## config.mk

```make
export PLATFORM = sky130hd
export DESIGN_NAME = chm_ctrl
export DESIGN_NICKNAME = d
export VERILOG_FILES = /design/src/hdl/chm_pkg.sv /design/src/hdl/chm_ctrl.sv
export SDC_FILE = /design/constraint.sdc
export NUM_CORES = 1
export LEC_CHECK = 0
export BUFFER_PORTS_ARGS = -buffer_cell sky130_fd_sc_hd__buf_2
export CAP_MARGIN = 20
export CORE_AREA = 2 2 39 41
export CTS_BUF_LIST = sky130_fd_sc_hd__clkbuf_4 sky130_fd_sc_hd__clkbuf_8 sky130_fd_sc_hd__clkbuf_16
export CTS_CLUSTER_SIZE = 24
export DETAILED_ROUTE_END_ITERATION = 16
export DIE_AREA = 0 0 41 43
export PLACE_DENSITY = 0.77
export SETUP_SLACK_MARGIN = 0.4
export SLEW_MARGIN = 0
export SYNTH_ARGS = -nofsm -noshare
export SYNTH_HDL_FRONTEND = slang
export SYNTH_SLANG_ARGS = --single-unit
export TNS_END_PERCENT = 30
```

## constraint.sdc

```tcl
create_clock -name i_clk -period 1.15 [get_ports i_clk]
set_input_delay 0.23 -clock i_clk [delete_from_list [all_inputs] [get_ports i_clk]]
set_output_delay 0.23 -clock i_clk [all_outputs]
set_load 0.005 [all_outputs]
```

## src/hdl/chm_pkg.sv

```systemverilog
// shared constants, types and control records for the chained hash map engine
// no dependencies; imported by the interfaces and every module
package chm_pkg;

    localparam int BUCKETS    = 128;
    localparam int POOL_SIZE  = 256;
    localparam int KEY_BITS   = 32;
    localparam int VALUE_BITS = 32;
    localparam int COUNT_BITS = 9;
    localparam int MODE_BITS  = 2;
    localparam int STAT_BITS  = 2;

    localparam int BKT_W  = $clog2(BUCKETS);
    localparam int IDX_W  = $clog2(POOL_SIZE);
    localparam int LINK_W = $clog2(POOL_SIZE + 1);

    typedef logic [KEY_BITS-1:0]   t_key;
    typedef logic [VALUE_BITS-1:0] t_val;
    typedef logic [BKT_W-1:0]      t_bkt;
    typedef logic [IDX_W-1:0]      t_idx;
    typedef logic [LINK_W-1:0]     t_link;
    typedef logic [MODE_BITS-1:0]  t_mode;
    typedef logic [STAT_BITS-1:0]  t_stat;

    localparam t_link NIL_LINK  = t_link'(POOL_SIZE);
    localparam t_link POOL_LAST = t_link'(POOL_SIZE);

    localparam t_mode MODE_LOOKUP = 2'd0;
    localparam t_mode MODE_INSERT = 2'd1;
    localparam t_mode MODE_REMOVE = 2'd2;
    localparam t_mode MODE_CREATE = 2'd3;

    localparam t_stat ST_HIT    = 2'd0;
    localparam t_stat ST_NEW    = 2'd1;
    localparam t_stat ST_ABSENT = 2'd2;
    localparam t_stat ST_FULL   = 2'd3;

    typedef struct packed {
        logic  in_ready;
        logic  head_rd;
        logic  head_load;
        logic  ent_rd;
        logic  ent_rd_free;
        logic  advance;
        logic  wr_val_upd;
        logic  unlink;
        logic  free_push;
        logic  pop_free;
        logic  bump;
        logic  create;
        logic  res_ld;
        t_stat res_status;
        logic  out_ld;
    } t_cmd;

    typedef struct packed {
        logic  req_valid;
        logic  out_free;
        logic  cur_nil;
        logic  step_limit;
        logic  key_match;
        logic  free_nil;
        logic  pool_full;
        t_mode mode;
    } t_sts;

    function automatic t_bkt bucket_of(input t_key key);
        return t_bkt'(key >> 2);
    endfunction

endpackage

```

## src/hdl/chm_ctrl.sv

```systemverilog
// request sequencer: bucket read, chain walk, update, unlink, allocation
// depends on chm_pkg; drives chm_dp through t_cmd and reads t_sts
module chm_ctrl (
    input  logic          i_clk,
    input  logic          i_rst_n,
    input  chm_pkg::t_sts i_sts,
    output chm_pkg::t_cmd o_cmd
);
    import chm_pkg::*;

    typedef enum logic [3:0] {
        S_IDLE, S_HRD, S_HEAD, S_ERD, S_ECMP, S_HIT,
        S_FREE, S_MISS, S_POP, S_NEW, S_DONE
    } t_state;

    t_state r_state;
    t_state n_state;
    t_cmd   cmd;

    assign o_cmd = cmd;

    always_comb begin
        cmd     = '0;
        n_state = r_state;
        unique case (r_state)
            S_IDLE: begin
                cmd.in_ready = 1'b1;
                if (i_sts.req_valid) begin
                    n_state = S_HRD;
                end
            end
            S_HRD: begin
                cmd.head_rd = 1'b1;
                n_state     = S_HEAD;
            end
            S_HEAD: begin
                cmd.head_load = 1'b1;
                n_state       = S_ERD;
            end
            S_ERD: begin
                if (i_sts.cur_nil || i_sts.step_limit) begin
                    n_state = S_MISS;
                end else begin
                    cmd.ent_rd = 1'b1;
                    n_state    = S_ECMP;
                end
            end
            S_ECMP: begin
                if (i_sts.key_match) begin
                    n_state = S_HIT;
                end else begin
                    cmd.advance = 1'b1;
                    n_state     = S_ERD;
                end
            end
            S_HIT: begin
                cmd.res_ld     = 1'b1;
                cmd.res_status = ST_HIT;
                cmd.wr_val_upd = (i_sts.mode == MODE_INSERT);
                if (i_sts.mode == MODE_REMOVE) begin
                    cmd.unlink = 1'b1;
                    n_state    = S_FREE;
                end else begin
                    n_state = S_DONE;
                end
            end
            S_FREE: begin
                cmd.free_push = 1'b1;
                n_state       = S_DONE;
            end
            S_MISS: begin
                if (i_sts.mode == MODE_LOOKUP || i_sts.mode == MODE_REMOVE) begin
                    cmd.res_ld     = 1'b1;
                    cmd.res_status = ST_ABSENT;
                    n_state        = S_DONE;
                end else if (!i_sts.free_nil) begin
                    cmd.ent_rd_free = 1'b1;
                    n_state         = S_POP;
                end else if (!i_sts.pool_full) begin
                    cmd.bump = 1'b1;
                    n_state  = S_NEW;
                end else begin
                    cmd.res_ld     = 1'b1;
                    cmd.res_status = ST_FULL;
                    n_state        = S_DONE;
                end
            end
            S_POP: begin
                cmd.pop_free = 1'b1;
                n_state      = S_NEW;
            end
            S_NEW: begin
                cmd.create     = 1'b1;
                cmd.res_ld     = 1'b1;
                cmd.res_status = ST_NEW;
                n_state        = S_DONE;
            end
            S_DONE: begin
                if (i_sts.out_free) begin
                    cmd.out_ld = 1'b1;
                    n_state    = S_IDLE;
                end
            end
            default: begin
                n_state = S_IDLE;
            end
        endcase
    end

    always_ff @(posedge i_clk) begin
        if (!i_rst_n) begin
            r_state <= S_IDLE;
        end else begin
            r_state <= n_state;
        end
    end

endmodule

```

# Word level (Yosys, flattened, before mapping)

Cells that the tools add are included.

Bits in registers: 4
Bits of input ports: 11
Output and inout bits: 16
Word-level logic and storage cells: 55

Equal/unequal tests: 14
Mux-type cells: 34
Reductions and logical operators: 6

Operators with widths:

| kind                                          | count |
|---|---|
| one-hot mux 4 bit (10 select lines)           | 1 |
| 2-to-1 mux 1 bit                              | 20 |
| 2-to-1 mux 4 bit                              | 5 |
| == test 4 x 3 -> 1 bit, second input constant | 4 |
| == test 4 bit, second input constant          | 3 |
| 2-to-1 mux 3 bit                              | 4 |
| one-hot mux 3 bit (3 select lines)            | 1 |
| == test 4 x 2 -> 1 bit, second input constant | 2 |
| 2-to-1 mux 2 bit                              | 3 |
| == test 4 x 1 -> 1 bit, second input constant | 1 |
| zero test 4 bit                               | 1 |
| inequality test 2 bit, second input constant  | 2 |
| == test 2 x 1 -> 1 bit, second input constant | 1 |
| == test 2 bit, second input constant          | 1 |
| zero test 2 bit                               | 1 |
| logical OR 1 bit                              | 2 |
| AND reduction 2 bit                           | 1 |
| OR reduction 2 bit                            | 1 |

# Longest topological paths before layout

Depth after elaboration: 4
Gate-level depth with buffers: 6
Depth with buffers taken out: 4

# Worst setup path after synthesis

OpenSTA, ideal clock, no wires.

Path type: register to register
From: register r_state[3]
To: register r_state[0]
Library setup time: 0.119 ns
Arrival time: 1.180 ns
Required time: 1.031 ns
Path slack: -0.149 ns
Stages on the path, launching flop included: 6
Buffers on the path: 1
Period minus slack after synthesis: 1.299 ns
Cell sequence: dfxtp_1 > or2_1 > buf_6 > or4_4 > nand3_2 > a21oi_1

Longest elaborated chain between the ends: 3
Elaborated cells between the ends (all ways): 16
Those cells by class: eq/ne (12); mux (1); reduce/logical (3)

RTL lines:

| item                                                                              | RTL line        | text |
|---|---|---|
| from (decl)                                                                       | chm_ctrl.sv:16  | `t_state r_state;` |
| from (signal assigned)                                                            | chm_ctrl.sv:114 | `r_state <= n_state;` |
| == test 4 bit (tied with other cells)                                             | chm_ctrl.sv:25  | `unique case (r_state)` |
| OR reduction 2 bit (no line) / inequality test 2 bit (equally long branches)      | --              |  |
| one-hot mux 4 bit (10 select lines) / AND reduction 2 bit (equally long branches) | --              |  |

Parallel ways exist; a longest one is shown, timed or not.
A chain may end at the register's enable or synchronous reset.

==> qor.txt <==
register area - 87.6 µm²
insertion delay to the later sink of the worst-skew pair - 230 ps
placer congestion estimate - 0.821
first-pass GRT wire length - 2.45 mm
# DRC - 0
Site Rows - 14
Primary FF master, synth - dfxtp_1
Clock transition at path regs - 40 ps
Setup violations, final - 20
H-tree levels - 1
n_diodes - 0
Post-synth EDFFs - 0
Pwr Density - 936 mW/mm²
Synth Instances - 71
Die X - 41 µm
CTS sink cnt - 4
Yosys reg bits - 4
FFs w/ async S/R, synth - 0%
via/cell ratio - 5.31
layout cells sized above 1 - 67.0%
area of the multi-input gates - 457 µm²
largest net degree at the start of global routing - 15
Slew HR - 79.2%
critical path endpoint category - output port
initial antenna violation count - 0
hold depth - 3
CP Data Required Time - 920 ps
TritonCTS clock tree - built
Clk Tree Root Cell - clkbuf_4
violated checks - setup timing
Largest register FFs - 4
outcome - finished, violations left
vias in the first global route - 578
synth warn - 0
Tcrit/Tclk final - 134%
Slew Viols, Final - 0
maximum vdd drop - 0.000548 V
min Tclk post-route - 1540 ps
CTS buffer count - 3
Largest regs - r_state x4
# hold bufs at CTS - 0
max cap viols - 0
Antenna Violating Nets Remaining - 0
post-synthesis sequential area ratio - 17.0%
core area - 0.00138 mm²
syn avg cell area - 6.64 µm²
Critical Path AT - 1310 ps
Max Freq - 649 MHz
number of fillers in the final layout - 114
WHS - 288 ps
commonest non-fill, non-tap cells in the layout - 26 x buf_2, 13 x buf_4, 6 x nor2_1, 6 x buf_6
DR iter-0 viols - 19
Unique masters post-synth - 29
nets - 128
DR WL/cell - 13.9 µm
Placed Area - 716 µm²
Via Count - 696
type of the worst setup path - reg -> out
Worst Max-Slew Pin Slew - 307 ps
grt ovf - 0
leakage power - 0.449 nW
starting density of the core - 34.1%
Finished Cell Area - 930 µm²
Tot GR Track Use - 20.1%
DP HPWL - 1.16 mm
Max Root-Sink Buffers - 2
Mapped Area - 472 µm²
hold crit path type - in -> reg
worst r2r path cells - 7
number of buffers added on ports - 26
IO Pins - 27
total count of hold-check failures in the final report - 0
Max FO, Critical Path - 4
die area - 0.00176 mm²
routed wire length - 1.82 mm
final worst setup slack - -390 ps
1st-pass router iterations - 4
Max Clock Skew - 2.57 ps
Setup Total Neg Slack - -5550 ps
RSZ-0062 raised after global routing - yes
syn nets - 82
area grow syn2layout - 97.1%
Die Ht - 43 µm
largest register by flop count - r_state
most common cell after layout, fill and taps aside - buf_2
CP startpoint kind - flip-flop
Overall Power - 0.871 mW
area by class of cell:
type	instances	share of cell area, %
Sequential cell	4	9.42
Timing Repair Buffer	47	36.1
Multi-Input combinational cell	59	49.1
Clock buffer	3	2.42
Tap cell	16	2.15
Inverter	2	0.808
Yosys cell counts (2+ instances only):
master	n	area share, %
inv_1	2	1.6
o22ai_1	3	4.0
nand4b_1	2	3.7
nand3_1	2	2.1
a21oi_1	4	4.2
dfxtp_1	4	17
nor3_1	7	7.4
and2_1	2	2.7
nor2_1	9	7.2
nand2_1	4	3.2
nor4_1	2	2.7
or2b_1	2	3.2
buf_2	3	3.2
clkbuf_1	2	1.6
o21ai_0	4	4.2
nand2b_1	6	8.0
power by group:
| part | switching, mW | total [mW] | internal, mW |
|---|---|---|---|
| clock | 0.0650 | 0.182 | 0.117 |
| combinational | 0.227 | 0.510 | 0.283 |
| sequential | 0.0194 | 0.179 | 0.159 |
| total | 0.311 | 0.871 | 0.559 |
worst max-delay path, cell delays in order (launching register included):
cell and delay, ps:
dfxtp_4 360, buf_6 100, buf_6 110, and3_4 190
o22ai_2 50, and2_1 150, buf_2 120
worst paths after layout:
| check | startpoint | end | slack, ps |
|---|---|---|---|
| worst max-delay path | r_state[1]$_SDFFE_PN0P_ | o_cmd[3] | -390 |
| worst min-delay path | i_rst_n | r_state[0]$_SDFFE_PN0P_ | 290 |
| worst max register to register | r_state[1]$_SDFFE_PN0P_ | r_state[1]$_SDFFE_PN0P_ | -270 |
| worst min register to register | r_state[0]$_SDFFE_PN0P_ | r_state[1]$_SDFFE_PN0P_ | 700 |
through the flow:
step | util (%) | std cells | setup WS (ps)
3_3_place_gp | 51.7 | 123 | -126
5_1_grt | 67.2 | 131 | -421
2_1_floorplan | - | 71 | -136
4_1_cts | 59.9 | 128 | -400
6_report | 67.2 | 131 | -390
3_5_place_dp | 51.7 | 123 | -160
metal layers:
layer,global-route usage (%),vias up,part of all wire [%]
met5,0,-,0
met3,1.57,2,3.4
li1,-,347,-
met1,23.9,327,43
met2,35.6,20,53
met4,6.00,0,0.93
repair_timing:
action / 4_1_cts / 5_1_grt
endpoints found under the setup margin: 20 / 20
buffers inserted: 2 / 2
gates resized for setup: 17 / 18
gates cloned: 0 / 1
pin swaps: 5 / 7
endpoints found under the hold margin: 0 / 0
logic make-up (layout without fill, tap and decap cells):
kind of cell / count (synthesis) / count (layout) / share of synthesized area, %
buf+inv: 8 / 52 / 8.75
compound gates: 14 / 14 / 17.8
simple gates: 45 / 45 / 56.5
flops: 4 / 4 / 17.0
Note: power is estimated with default switching activity, not from simulation.
